**config.mk**
```make
export PLATFORM = sky130hd
export DESIGN_NAME = futex_wait_wake_table_flat
export DESIGN_NICKNAME = d
export VERILOG_FILES = /design/src/hw/rtl/fwwt_pkg.sv /design/src/hw/rtl/fwwt_if.sv /design/src/hw/rtl/fwwt_ram.sv /design/src/hw/rtl/fwwt_ctrl.sv /design/src/hw/rtl/fwwt_dp.sv /design/src/hw/rtl/futex_wait_wake_table.sv /design/src/flat_wrapper.sv
export SDC_FILE = /design/constraint.sdc
export NUM_CORES = 2
export LEC_CHECK = 0
export ABC_AREA = 1
export BUFFER_PORTS_ARGS = -buffer_cell sky130_fd_sc_hd__buf_2
export CAP_MARGIN = 20
export CORE_ASPECT_RATIO = 0.7
export CORE_MARGIN = 1.5
export CORE_UTILIZATION = 40
export CTS_CLUSTER_SIZE = 14
export DETAILED_ROUTE_END_ITERATION = 10
export SETUP_SLACK_MARGIN = 0.05
export SLEW_MARGIN = 20
export SYNTH_ARGS = -nofsm -noshare
export SYNTH_HDL_FRONTEND = slang
export SYNTH_SLANG_ARGS = --single-unit
```
**constraint.sdc**
```tcl
create_clock -name i_clk -period 10.4 [get_ports i_clk]
set_input_delay 1.04 -clock i_clk [delete_from_list [all_inputs] [get_ports i_clk]]
set_output_delay 1.04 -clock i_clk [all_outputs]
set_load 0.02 [all_outputs]
```
**src/hw/rtl/fwwt_pkg.sv**
```systemverilog
`default_nettype none
// ============================================================================
// fwwt_pkg - shared types and constants of the futex wait/wake table
// Field widths, status codes, controller states and the command/status
// bundles between the controller and the datapath.
// ============================================================================
package fwwt_pkg;

    // Field widths of the request and response words
    localparam int MODE_W   = 32;
    localparam int ADDR_W   = 48;
    localparam int VALUE_W  = 32;
    localparam int TID_W    = 6;
    localparam int STATUS_W = 3;

    // Op word decoding: bit 7 is the private flag, bit 8 the clock select
    localparam int                  PRIVATE_BIT = 7;
    localparam logic [MODE_W-1:0]   CMD_STRIP   = 32'h0000_0180;
    localparam logic [MODE_W-1:0]   CMD_WAIT    = 32'h0000_0000;
    localparam logic [MODE_W-1:0]   CMD_WAKE    = 32'h0000_0001;
    localparam logic [VALUE_W-1:0]  WAKE_ONE    = 32'h0000_0001;

    typedef enum logic [STATUS_W-1:0] {
        ST_OK            = 3'd0,
        ST_AGAIN         = 3'd1,
        ST_INVALID       = 3'd2,
        ST_NOT_SUPPORTED = 3'd3,
        ST_TABLE_FULL    = 3'd4
    } t_status;

    typedef enum logic [2:0] {
        S_IDLE,
        S_CHECK,
        S_SCAN,
        S_READ,
        S_UPDATE,
        S_MISS,
        S_REPORT
    } t_state;

    // Controller to datapath
    typedef struct packed {
        logic take;     // ready for a request word
        logic check;    // evaluate argument checks, arm the slot scan
        logic scan;     // step the slot scan
        logic read_w;   // read the waiter bitmap of the matched slot
        logic update;   // modify the matched slot
        logic miss;     // handle a request whose address has no slot
        logic report;   // move the result into the output register
    } t_dp_cmd;

    // Datapath to controller
    typedef struct packed {
        logic accepted; // request word taken this cycle
        logic early;    // argument checks settle the result
        logic hit;      // scan found the address
        logic miss;     // scan finished without a match
        logic out_free; // output register can take a result
    } t_dp_sts;

    typedef struct packed {
        t_status            status;
        logic               block_caller;
        logic               woken_count;
        logic [TID_W-1:0]   woken_task;
    } t_result;

endpackage
`default_nettype wire

```
**src/hw/rtl/fwwt_if.sv**
```systemverilog
`default_nettype none
// ============================================================================
// fwwt_if - request and response channels of the futex wait/wake table
// Valid/ready channels; a word moves when valid and ready are both high.
// ============================================================================
interface fwwt_req_if;
    logic                                   valid;
    logic                                   ready;
    logic        [fwwt_pkg::MODE_W-1:0]     mode;
    logic        [fwwt_pkg::ADDR_W-1:0]     address;
    logic signed [fwwt_pkg::VALUE_W-1:0]    current_value;
    logic signed [fwwt_pkg::VALUE_W-1:0]    expected_or_count;
    logic        [fwwt_pkg::TID_W-1:0]      task_id;

    modport source (
        output valid, mode, address, current_value, expected_or_count, task_id,
        input  ready
    );
    modport sink (
        input  valid, mode, address, current_value, expected_or_count, task_id,
        output ready
    );
endinterface

interface fwwt_rsp_if;
    logic                               valid;
    logic                               ready;
    logic [fwwt_pkg::STATUS_W-1:0]      status;
    logic                               block_caller;
    logic                               woken_count;
    logic [fwwt_pkg::TID_W-1:0]         woken_task;

    modport source (
        output valid, status, block_caller, woken_count, woken_task,
        input  ready
    );
    modport sink (
        input  valid, status, block_caller, woken_count, woken_task,
        output ready
    );
endinterface
`default_nettype wire

```
**src/hw/rtl/fwwt_ram.sv**
```systemverilog
`default_nettype none
// ============================================================================
// fwwt_ram - generic single-write, single-read RAM
// One write port and one read port; read data is registered.
// ============================================================================
module fwwt_ram #(
    parameter int WIDTH = 8,
    parameter int DEPTH = 16
) (
    input  wire logic                                   i_clk,
    input  wire logic                                   i_we,
    input  wire logic [(DEPTH > 1 ? $clog2(DEPTH) : 1)-1:0] i_waddr,
    input  wire logic [WIDTH-1:0]                       i_wdata,
    input  wire logic [(DEPTH > 1 ? $clog2(DEPTH) : 1)-1:0] i_raddr,
    output logic      [WIDTH-1:0]                       o_rdata
);

    logic [WIDTH-1:0] r_mem [DEPTH];
    logic [WIDTH-1:0] r_rdata;

    // Write and registered read
    always_ff @(posedge i_clk) begin
        if (i_we) begin
            r_mem[i_waddr] <= i_wdata;
        end
        r_rdata <= r_mem[i_raddr];
    end

    assign o_rdata = r_rdata;

endmodule
`default_nettype wire

```
**src/hw/rtl/fwwt_ctrl.sv**
```systemverilog
`default_nettype none
// ============================================================================
// fwwt_ctrl - controller of the futex wait/wake table
// Sequences one request: check, slot scan, bitmap read-modify-write or miss handling, report.
// ============================================================================
module fwwt_ctrl (
    input  wire logic               i_clk,
    input  wire logic               i_rst_n,
    input  wire fwwt_pkg::t_dp_sts  i_sts,
    output fwwt_pkg::t_dp_cmd       o_cmd
);

    fwwt_pkg::t_state r_state;
    fwwt_pkg::t_state n_state;

    // Hold the state
    always_ff @(posedge i_clk) begin
        if (!i_rst_n) begin
            r_state <= fwwt_pkg::S_IDLE;
        end else begin
            r_state <= n_state;
        end
    end

    // Next state
    always_comb begin
        n_state = r_state;
        case (r_state)
            fwwt_pkg::S_IDLE: begin
                if (i_sts.accepted) n_state = fwwt_pkg::S_CHECK;
            end
            fwwt_pkg::S_CHECK: begin
                n_state = i_sts.early ? fwwt_pkg::S_REPORT : fwwt_pkg::S_SCAN;
            end
            fwwt_pkg::S_SCAN: begin
                if (i_sts.hit) begin
                    n_state = fwwt_pkg::S_READ;
                end else if (i_sts.miss) begin
                    n_state = fwwt_pkg::S_MISS;
                end
            end
            fwwt_pkg::S_READ:   n_state = fwwt_pkg::S_UPDATE;
            fwwt_pkg::S_UPDATE: n_state = fwwt_pkg::S_REPORT;
            fwwt_pkg::S_MISS:   n_state = fwwt_pkg::S_REPORT;
            fwwt_pkg::S_REPORT: begin
                if (i_sts.out_free) n_state = fwwt_pkg::S_IDLE;
            end
            default: n_state = fwwt_pkg::S_IDLE;
        endcase
    end

    // Commands per state
    always_comb begin
        o_cmd = '0;
        case (r_state)
            fwwt_pkg::S_IDLE:   o_cmd.take   = 1'b1;
            fwwt_pkg::S_CHECK:  o_cmd.check  = 1'b1;
            fwwt_pkg::S_SCAN:   o_cmd.scan   = 1'b1;
            fwwt_pkg::S_READ:   o_cmd.read_w = 1'b1;
            fwwt_pkg::S_UPDATE: o_cmd.update = 1'b1;
            fwwt_pkg::S_MISS:   o_cmd.miss   = 1'b1;
            fwwt_pkg::S_REPORT: o_cmd.report = 1'b1;
            default:            o_cmd        = '0;
        endcase
    end

`ifndef SYNTHESIS
    // A stalled result keeps the controller in the report state
    a_report_holds: assert property (@(posedge i_clk) disable iff (!i_rst_n)
        (r_state == fwwt_pkg::S_REPORT && !i_sts.out_free)
            |=> (r_state == fwwt_pkg::S_REPORT))
        else $error("report state left while output register busy");
`endif

endmodule
`default_nettype wire

```
**src/hw/rtl/fwwt_dp.sv**
```systemverilog
`default_nettype none
// ============================================================================
// fwwt_dp - datapath of the futex wait/wake table
// Request registers, slot valid bits, address and waiter RAMs, slot scan,
// lowest-waiter encoder, result and output registers.
// ============================================================================
module fwwt_dp #(
    parameter int MAX_WAIT_TASKS  = 64,
    parameter int MAX_FUTEX_SLOTS = 16
) (
    input  wire logic               i_clk,
    input  wire logic               i_rst_n,
    input  wire fwwt_pkg::t_dp_cmd  i_cmd,
    output fwwt_pkg::t_dp_sts       o_sts,
    fwwt_req_if.sink                i_req,
    fwwt_rsp_if.source              o_rsp
);

    localparam int SW = (MAX_FUTEX_SLOTS > 1) ? $clog2(MAX_FUTEX_SLOTS) : 1;
    localparam int CW = $clog2(MAX_FUTEX_SLOTS + 1);
    localparam int WW = MAX_WAIT_TASKS;
    localparam int TW = fwwt_pkg::TID_W;
    localparam logic [TW:0]   TID_LIMIT  = (TW + 1)'(MAX_WAIT_TASKS);
    localparam logic [CW-1:0] SCAN_END   = CW'(MAX_FUTEX_SLOTS);
    localparam logic [SW-1:0] LAST_SLOT  = SW'(MAX_FUTEX_SLOTS - 1);

    // Request registers
    logic        [fwwt_pkg::MODE_W-1:0]  r_mode;
    logic        [fwwt_pkg::ADDR_W-1:0]  r_address;
    logic signed [fwwt_pkg::VALUE_W-1:0] r_cur;
    logic signed [fwwt_pkg::VALUE_W-1:0] r_exp;
    logic        [TW-1:0]                r_tid;

    // Table and scan state
    logic [MAX_FUTEX_SLOTS-1:0] r_valid;
    logic [CW-1:0]              r_idx;
    logic                       r_cmp_vld;
    logic [SW-1:0]              r_cmp_idx;
    logic [SW-1:0]              r_free;
    logic                       r_free_found;
    logic [SW-1:0]              r_slot;

    fwwt_pkg::t_result          r_res;
    fwwt_pkg::t_result          n_res;
    fwwt_pkg::t_result          r_out;
    logic                       r_out_valid;

    logic [fwwt_pkg::MODE_W-1:0] cmd_code;
    logic                        is_wait;
    logic                        is_wake;
    logic                        early;
    fwwt_pkg::t_status           early_status;

    logic                        accepted;
    logic                        issue;
    logic                        hit;
    logic                        miss;
    logic                        out_free;
    logic                        res_ld;

    logic [fwwt_pkg::ADDR_W-1:0] a_rdata;
    logic                        a_we;
    logic [WW-1:0]               w_rdata;
    logic                        w_we;
    logic [SW-1:0]               w_waddr;
    logic [WW-1:0]               w_wdata;
    logic [WW-1:0]               tid_bit;
    logic [TW-1:0]               low_idx;
    logic                        w_any;
    logic                        v_set;
    logic                        v_clr;

    // Request handshake
    assign i_req.ready = i_cmd.take;
    assign accepted    = i_cmd.take && i_req.valid;

    // Capture the request word
    always_ff @(posedge i_clk) begin
        if (accepted) begin
            r_mode    <= i_req.mode;
            r_address <= i_req.address;
            r_cur     <= i_req.current_value;
            r_exp     <= i_req.expected_or_count;
            r_tid     <= i_req.task_id;
        end
    end

    // Decode the op word and run the argument checks in priority order
    assign cmd_code = r_mode & ~fwwt_pkg::CMD_STRIP;
    assign is_wait  = (cmd_code == fwwt_pkg::CMD_WAIT);
    assign is_wake  = (cmd_code == fwwt_pkg::CMD_WAKE);

    always_comb begin
        early        = 1'b1;
        early_status = fwwt_pkg::ST_OK;
        if (r_address == '0) begin
            early_status = fwwt_pkg::ST_INVALID;
        end else if (r_mode[fwwt_pkg::PRIVATE_BIT]) begin
            early_status = fwwt_pkg::ST_NOT_SUPPORTED;
        end else if (is_wait) begin
            if ({1'b0, r_tid} >= TID_LIMIT) begin
                early_status = fwwt_pkg::ST_INVALID;
            end else if (r_cur != r_exp) begin
                early_status = fwwt_pkg::ST_AGAIN;
            end else begin
                early = 1'b0;
            end
        end else if (is_wake) begin
            if (r_exp != fwwt_pkg::WAKE_ONE) begin
                early_status = fwwt_pkg::ST_NOT_SUPPORTED;
            end else begin
                early = 1'b0;
            end
        end else begin
            early_status = fwwt_pkg::ST_NOT_SUPPORTED;
        end
    end

    // Slot scan: read the address at r_idx, compare the registered read data against the request address
    assign issue = i_cmd.scan && (r_idx < SCAN_END);
    assign hit   = r_cmp_vld && r_valid[r_cmp_idx] && (a_rdata == r_address);
    assign miss  = r_cmp_vld && (r_cmp_idx == LAST_SLOT) && !hit;

    always_ff @(posedge i_clk) begin
        if (!i_rst_n) begin
            r_idx        <= '0;
            r_cmp_vld    <= 1'b0;
            r_cmp_idx    <= '0;
            r_free       <= '0;
            r_free_found <= 1'b0;
            r_slot       <= '0;
        end else if (i_cmd.check) begin
            r_idx        <= '0;
            r_cmp_vld    <= 1'b0;
            r_free_found <= 1'b0;
        end else if (i_cmd.scan) begin
            r_cmp_vld <= issue;
            if (issue) begin
                r_idx     <= r_idx + CW'(1);
                r_cmp_idx <= r_idx[SW-1:0];
                // Remember the lowest free slot for allocation
                if (!r_valid[r_idx[SW-1:0]] && !r_free_found) begin
                    r_free_found <= 1'b1;
                    r_free       <= r_idx[SW-1:0];
                end
            end
            if (hit) begin
                r_slot <= r_cmp_idx;
            end
        end
    end

    // Lowest set waiter
    always_comb begin
        low_idx = '0;
        w_any   = 1'b0;
        for (int i = WW - 1; i >= 0; i--) begin
            if (w_rdata[i]) begin
                low_idx = TW'(i);
                w_any   = 1'b1;
            end
        end
    end

    assign tid_bit = WW'(1) << r_tid;

    // Table updates and result selection
    always_comb begin
        res_ld  = 1'b0;
        n_res   = '{status: fwwt_pkg::ST_OK, block_caller: 1'b0,
                    woken_count: 1'b0, woken_task: '0};
        a_we    = 1'b0;
        w_we    = 1'b0;
        w_waddr = r_slot;
        w_wdata = w_rdata | tid_bit;
        v_set   = 1'b0;
        v_clr   = 1'b0;
        if (i_cmd.check) begin
            res_ld       = early;
            n_res.status = early_status;
        end else if (i_cmd.update) begin
            res_ld = 1'b1;
            if (is_wait) begin
                w_we               = 1'b1;
                n_res.block_caller = 1'b1;
            end else if (w_any) begin
                w_we              = 1'b1;
                w_wdata           = w_rdata & ~(WW'(1) << low_idx);
                n_res.woken_count = 1'b1;
                n_res.woken_task  = low_idx;
            end else begin
                // Empty bitmap: free the slot
                v_clr = 1'b1;
            end
        end else if (i_cmd.miss) begin
            res_ld = 1'b1;
            if (is_wait) begin
                if (r_free_found) begin
                    a_we               = 1'b1;
                    w_we               = 1'b1;
                    w_waddr            = r_free;
                    w_wdata            = tid_bit;
                    v_set              = 1'b1;
                    n_res.block_caller = 1'b1;
                end else begin
                    n_res.status = fwwt_pkg::ST_TABLE_FULL;
                end
            end
        end
    end

    // Slot valid bits
    always_ff @(posedge i_clk) begin
        if (!i_rst_n) begin
            r_valid <= '0;
        end else begin
            if (v_set) r_valid[r_free] <= 1'b1;
            if (v_clr) r_valid[r_slot] <= 1'b0;
        end
    end

    // Hold the result until the report step
    always_ff @(posedge i_clk) begin
        if (res_ld) begin
            r_res <= n_res;
        end
    end

    // Output register
    assign out_free = !r_out_valid || o_rsp.ready;

    always_ff @(posedge i_clk) begin
        if (!i_rst_n) begin
            r_out_valid <= 1'b0;
        end else if (i_cmd.report && out_free) begin
            r_out_valid <= 1'b1;
        end else if (o_rsp.ready) begin
            r_out_valid <= 1'b0;
        end
    end

    always_ff @(posedge i_clk) begin
        if (i_cmd.report && out_free) begin
            r_out <= r_res;
        end
    end

    assign o_rsp.valid        = r_out_valid;
    assign o_rsp.status       = r_out.status;
    assign o_rsp.block_caller = r_out.block_caller;
    assign o_rsp.woken_count  = r_out.woken_count;
    assign o_rsp.woken_task   = r_out.woken_task;

    // Address and waiter stores
    fwwt_ram #(
        .WIDTH (fwwt_pkg::ADDR_W),
        .DEPTH (MAX_FUTEX_SLOTS)
    ) u_addr_ram (
        .i_clk   (i_clk),
        .i_we    (a_we),
        .i_waddr (r_free),
        .i_wdata (r_address),
        .i_raddr (r_idx[SW-1:0]),
        .o_rdata (a_rdata)
    );

    fwwt_ram #(
        .WIDTH (WW),
        .DEPTH (MAX_FUTEX_SLOTS)
    ) u_wait_ram (
        .i_clk   (i_clk),
        .i_we    (w_we),
        .i_waddr (w_waddr),
        .i_wdata (w_wdata),
        .i_raddr (r_slot),
        .o_rdata (w_rdata)
    );

    // Status to the controller
    assign o_sts.accepted = accepted;
    assign o_sts.early    = early;
    assign o_sts.hit      = hit;
    assign o_sts.miss     = miss;
    assign o_sts.out_free = out_free;

`ifndef SYNTHESIS
    // An allocation leaves its slot marked in use
    a_alloc_valid: assert property (@(posedge i_clk) disable iff (!i_rst_n)
        a_we |=> r_valid[$past(r_free)])
        else $error("allocated slot not marked valid");

    // A blocked caller always comes with an ok status
    a_block_ok: assert property (@(posedge i_clk) disable iff (!i_rst_n)
        (r_out_valid && r_out.block_caller) |-> (r_out.status == fwwt_pkg::ST_OK))
        else $error("block_caller set with non-ok status");

    // A result never both blocks the caller and wakes a task
    a_block_wake: assert property (@(posedge i_clk) disable iff (!i_rst_n)
        r_out_valid |-> !(r_out.block_caller && r_out.woken_count))
        else $error("result both blocks and wakes");

    // A miss is only reported once every slot has been read
    a_miss_full: assert property (@(posedge i_clk) disable iff (!i_rst_n)
        (i_cmd.scan && miss) |-> (r_idx == SCAN_END))
        else $error("scan missed before covering all slots");
`endif

endmodule
`default_nettype wire

```
**src/hw/rtl/futex_wait_wake_table.sv**
```systemverilog
`default_nettype none
// ============================================================================
// futex_wait_wake_table - futex wait/wake lookup table
// Holds futex addresses with a bitmap of waiting tasks per address.
// ============================================================================
// Usage:
//   i_req carries one request word: op word, futex address, current memory
//   value, expected value or wake count, and caller task id. o_rsp returns
//   exactly one response word per request: status, block flag, woken count
//   and woken task id. Both channels move a word when valid and ready are high.
//   Requests are handled one at a time. A request rejected by the argument
//   checks goes from the check step straight to the report step. A table
//   operation scans the address store one slot per cycle through its single
//   read port, stopping at the first match or after the last slot, then
//   reads and updates the waiter bitmap or handles the miss, and reports.
//   The output register decouples the sides: a new request is taken while a
//   response still waits; a stalled receiver holds the next response in the
//   result register, and the block stops taking requests until it moves.
//   Reset (synchronous, active low) empties the table by clearing every slot
//   valid bit at once; the block leaves reset idle and ready for a request.
// ============================================================================
module futex_wait_wake_table #(
    parameter int MAX_WAIT_TASKS  = 64,
    parameter int MAX_FUTEX_SLOTS = 16
) (
    input  wire logic   i_clk,
    input  wire logic   i_rst_n,
    fwwt_req_if.sink    i_req,
    fwwt_rsp_if.source  o_rsp
);

    fwwt_pkg::t_dp_cmd cmd;
    fwwt_pkg::t_dp_sts sts;

    // Sequencer
    fwwt_ctrl u_ctrl (
        .i_clk   (i_clk),
        .i_rst_n (i_rst_n),
        .i_sts   (sts),
        .o_cmd   (cmd)
    );

    // Table, scan and result path
    fwwt_dp #(
        .MAX_WAIT_TASKS  (MAX_WAIT_TASKS),
        .MAX_FUTEX_SLOTS (MAX_FUTEX_SLOTS)
    ) u_dp (
        .i_clk   (i_clk),
        .i_rst_n (i_rst_n),
        .i_cmd   (cmd),
        .o_sts   (sts),
        .i_req   (i_req),
        .o_rsp   (o_rsp)
    );

endmodule
`default_nettype wire

```
**src/flat_wrapper.sv**
```systemverilog
// flat-port wrapper written by rule: the top's interface ports become plain ports
module futex_wait_wake_table_flat 
#(
    parameter int MAX_WAIT_TASKS  = 64,
    parameter int MAX_FUTEX_SLOTS = 16
)
  (i_clk, i_rst_n, i_req_valid, i_req_mode, i_req_address, i_req_current_value, i_req_expected_or_count, i_req_task_id, i_req_ready, o_rsp_valid, o_rsp_status, o_rsp_block_caller, o_rsp_woken_count, o_rsp_woken_task, o_rsp_ready);
  fwwt_req_if i_req_i ();
  fwwt_rsp_if o_rsp_i ();
  input  wire logic i_clk;
  input  wire logic i_rst_n;
  input wire logic [$bits(i_req_i.valid)-1:0] i_req_valid;
  input wire logic [$bits(i_req_i.mode)-1:0] i_req_mode;
  input wire logic [$bits(i_req_i.address)-1:0] i_req_address;
  input wire logic [$bits(i_req_i.current_value)-1:0] i_req_current_value;
  input wire logic [$bits(i_req_i.expected_or_count)-1:0] i_req_expected_or_count;
  input wire logic [$bits(i_req_i.task_id)-1:0] i_req_task_id;
  output wire logic [$bits(i_req_i.ready)-1:0] i_req_ready;
  output wire logic [$bits(o_rsp_i.valid)-1:0] o_rsp_valid;
  output wire logic [$bits(o_rsp_i.status)-1:0] o_rsp_status;
  output wire logic [$bits(o_rsp_i.block_caller)-1:0] o_rsp_block_caller;
  output wire logic [$bits(o_rsp_i.woken_count)-1:0] o_rsp_woken_count;
  output wire logic [$bits(o_rsp_i.woken_task)-1:0] o_rsp_woken_task;
  input wire logic [$bits(o_rsp_i.ready)-1:0] o_rsp_ready;
  assign i_req_i.valid = i_req_valid;
  assign i_req_i.mode = i_req_mode;
  assign i_req_i.address = i_req_address;
  assign i_req_i.current_value = i_req_current_value;
  assign i_req_i.expected_or_count = i_req_expected_or_count;
  assign i_req_i.task_id = i_req_task_id;
  assign i_req_ready = i_req_i.ready;
  assign o_rsp_valid = o_rsp_i.valid;
  assign o_rsp_status = o_rsp_i.status;
  assign o_rsp_block_caller = o_rsp_i.block_caller;
  assign o_rsp_woken_count = o_rsp_i.woken_count;
  assign o_rsp_woken_task = o_rsp_i.woken_task;
  assign o_rsp_i.ready = o_rsp_ready;
  futex_wait_wake_table #(.MAX_WAIT_TASKS(MAX_WAIT_TASKS), .MAX_FUTEX_SLOTS(MAX_FUTEX_SLOTS)) u_core (.i_clk(i_clk), .i_rst_n(i_rst_n), .i_req(i_req_i), .o_rsp(o_rsp_i));
endmodule
```
==> results.py <==
metrics = {
    "outcome": {
        "status": "complete, no violations",
    },
    "floorplanning": {
        "coreArea_sq_um": 201800,
        "die_area_sq_um": 205700,
        "initial_utilization_pct": 40.21,
        "die_h_um": 379.9,
        "io_pins": 167,
        "fp-row-count": 138,
        "die-width_um": 541.4,
    },
    "power_and_ir_drop": {
        "cellPowerDensity_nw_per_um2": 231.4,
        "leakagePower_nw": 29.61,
        "max-vdd-ir-drop_uv": 148.2,
        "power_w": 0.02125,
    },
    "timing": {
        "fin_setup_tns_ns": 0,
        "setup_ws_ns": 4.417,
        "min_period_ns": 5.983,
        "max_slew_margin_pct": 19.83,
        "fmax_mhz": 167.1,
        "setup-violations-final": 0,
        "worst_pin_slew_ns": 1.192,
        "period_share_pct": 57.53,
        "rsz0062_at_grt": "false",
        "hold_violations": 0,
        "clock_skew_ns": 0.09731,
        "slew_viol_final": 0,
    },
    "final_layout": {
        "num-nets-final": 6019,
        "final_cell_mix": "edfxtp_1, nor2_1, a22oi_1",
        "drive_gt1_share_pct": 11.55,
        "regArea_sq_um": 61980,
        "multiInputGateArea_sq_um": 17570,
        "fillers": 17590,
        "syn2layout_area_growth_pct": 13.11,
        "final_common_cell": "edfxtp_1",
        "final_cells": 8686,
        "utilization_pct": 45.48,
    },
    "drt": {
        "routed_via_density": 5.832,
        "avgRoutedWirePerCell_um": 25.92,
        "vias": 50660,
        "first_iter_violations": 6282,
        "totalWireLength_um": 225100,
        "drcViolationCount": 0,
        "dr.pass1.iters": 6,
        "postRouteAntennaNets": 0,
    },
    "worst_hold_path": {
        "hold_path_end": "u_core.u_dp.r_address[27]$_DFFE_PP_",
        "hold_depth": 1,
        "min_path_type": "input pin to register",
        "min_from": "i_req_address[27]",
    },
    "clock_tree": {
        "cts_hold_buffers": 0,
        "clkSinkCount": 2114,
        "insertion_delay_ns": 0.88,
        "htree_levels": 4,
        "clk_pin_slew_ns": 0.06,
        "cts_buffer_depth": 4,
        "cts-root-buf": "clkbuf_16",
        "postCtsSetupBuffers": 0,
        "cts_tree": "done",
        "numCtsBuffers": 202,
        "ctsResizeCount": 0,
    },
    "job": {
        "drv_cap": 0,
    },
    "synthesis": {
        "ys_seq_area_share_pct": 76.35,
        "syn_nets": 5881,
        "netlist_area_sq_um": 81160,
        "synth_cell_types": 45,
        "synth-edff-count": 1963,
        "yosys_register_bits": 2114,
        "yosys-top-cells-area": "edfxtp_1, a22oi_1, dfxtp_1",
        "yosysTopAreaCell": "edfxtp_1",
        "synth_top_area_share_pct": 72.63,
        "yosys_warnings": 0,
        "ys_async_sr_fraction_pct": 0,
        "synthCells": 5726,
        "syn_avg_cell_area_sq_um": 14.17,
        "synth_flop_cell": "edfxtp_1",
    },
    "global_route": {
        "grt_pass1_vias": 48420,
        "gr-usage-met2_pct": 31.39,
        "grt_max_degree": 231,
        "antenna_found_initial": 5,
        "busiest_layer": "met1",
        "grt_overflow": 0,
        "gr-usage-met1_pct": 32.74,
        "track_usage_pct": 21.32,
        "met3_usage_pct": 3.292,
        "grt_pass1_wl_um": 328300,
    },
    "place": {
        "gp_congestion": 0.9892,
        "numPortBuffers": 165,
        "dp.cells": 8319,
        "hpwlAfterDp_um": 116400,
        "post-place-ws_ns": 4.486,
    },
    "critical_path": {
        "path_max_fanout": 71,
        "r2r_end": "u_core.u_dp.u_wait_ram.r_mem[0][50]$_DFFE_PP_",
        "worstPathArrival_ns": 6.40,
        "regToRegSetupSlack_ns": 4.42,
        "critPathCaptureType": "register",
        "crit_path_start_kind": "register",
        "rr_startpoint": "u_core.u_dp.r_mode[25]$_DFFE_PP_",
        "critPathRequiredTime_ns": 10.82,
        "worstSetupPathType": "register to register",
        "r2r_cells": 15,
    },
}
power by group:
part	internal (W)	switching [W]	total (W)
sequential	0.0105	0.000620	0.0111
clock	0.00404	0.00311	0.00715
combinational	0.000871	0.00215	0.00302
Yosys cell counts, types with 4 or more instances:
cell	number
a221oi_1	9
a31oi_1	32
inv_1	189
a2111o_1	64
edfxtp_1	1963
nor4_1	31
o221ai_1	76
nand2_1	354
nand4_1	32
buf_1	13
o31ai_1	17
a211oi_1	36
xor2_1	12
nor2_2	8
a21oi_1	269
clkbuf_1	338
a21boi_0	65
inv_2	4
clkinv_1	7
o21ai_0	506
nand3_1	195
o22ai_1	121
buf_2	4
o2111ai_1	4
or2_2	15
dfxtp_1	151
a22oi_1	512
nor2_1	576
nor3_1	31
o211ai_1	37
xnor2_1	33
critical path: stages (launching register included):
cell	delay, ns
edfxtp_1	0.36
nor4_1	0.32
nand4_1	0.23
nor2_2	0.15
buf_4	0.37
inv_2	0.51
nor3_1	0.64
inv_2	0.04
buf_4	0.37
nor2_1	0.34
a21oi_1	0.12
inv_1	0.12
nand3_1	0.34
nor2_4	0.19
buf_4	0.62
buf_4	0.76
state kept, by name, summed over array words and instances (netlist names), 3 cells and up:
name,count
u_core.u_dp.r_cmp_idx,4
u_core.u_dp.r_slot,4
u_core.u_dp.r_idx,5
u_core.u_dp.u_addr_ram.o_rdata,48
u_core.u_dp.r_address,48
u_core.u_dp.r_cur,32
u_core.u_dp.r_mode,31
u_core.u_dp.r_valid,16
u_core.u_dp.r_res,11
u_core.u_dp.u_wait_ram.o_rdata,64
u_core.u_dp.r_free,4
u_core.u_dp.o_rsp.woken_task,6
u_core.u_ctrl.r_state,3
u_core.u_dp.u_addr_ram.r_mem,768
u_core.u_dp.r_tid,6
u_core.u_dp.o_rsp.status,3
u_core.u_dp.u_wait_ram.r_mem,1024
u_core.u_dp.r_exp,32
stage by stage:
step / instance area, sq um / hold WS (ns)
after floorplan: 81160 / 0.4003
after global placement: 85300 / 0.4132
after detailed placement: 85330 / 0.4093
after CTS: 91670 / 0.2753
after global routing: 91800 / 0.2969
final: 91800 / 0.3352
logic make-up after synthesis:
family | count (synthesis) | synth area share, %
simple gates | 1251 | 6.462
mux | 1 | 0.01233
flops | 2114 | 76.35
compound gates | 1759 | 14.10
fa+ha+maj | 1 | 0.01541
buf+inv | 555 | 2.573
xor+xnor | 45 | 0.4856
layout make-up:
cell class                 instances  area share [%]
multi-input combinational       3057           19.14
clock inverter                    76          0.7292
antenna                            1        0.002726
inverter                         200          0.8382
clock buffer                     289           6.182
tap                             2660           3.625
sequential                      2114           67.51
timing repair buffer             289           1.968
routing by layer:
metal,share of wire [%],vias up,wire [um]
met2,43,2389,97880
met5,0.020,-,45
met1,45,25550,102100
met3,8.6,350,19320
li1,-,22360,-
met4,2.6,8,5799
how the worst max path moves through the flow:
stage | start | slack (ns) | end
floorplan | i_req_valid | 2.53 | u_core.u_dp.r_address[0]$_DFFE_PP_
global placement | u_core.u_dp.u_wait_ram.o_rdata[63]$_DFF_P_ | 4.16 | u_core.u_dp.u_wait_ram.r_mem[10][26]$_DFFE_PP_
detailed placement | u_core.u_dp.u_wait_ram.o_rdata[62]$_DFF_P_ | 4.49 | u_core.u_dp.u_wait_ram.r_mem[1][9]$_DFFE_PP_
CTS | u_core.u_dp.u_wait_ram.o_rdata[62]$_DFF_P_ | 4.40 | u_core.u_dp.u_wait_ram.r_mem[8][9]$_DFFE_PP_
global route | u_core.u_dp.u_wait_ram.o_rdata[62]$_DFF_P_ | 3.68 | u_core.u_dp.u_wait_ram.r_mem[6][33]$_DFFE_PP_
finish | u_core.u_dp.r_mode[25]$_DFFE_PP_ | 4.42 | u_core.u_dp.u_wait_ram.r_mem[0][50]$_DFFE_PP_
(Power assumes the default switching activity.)
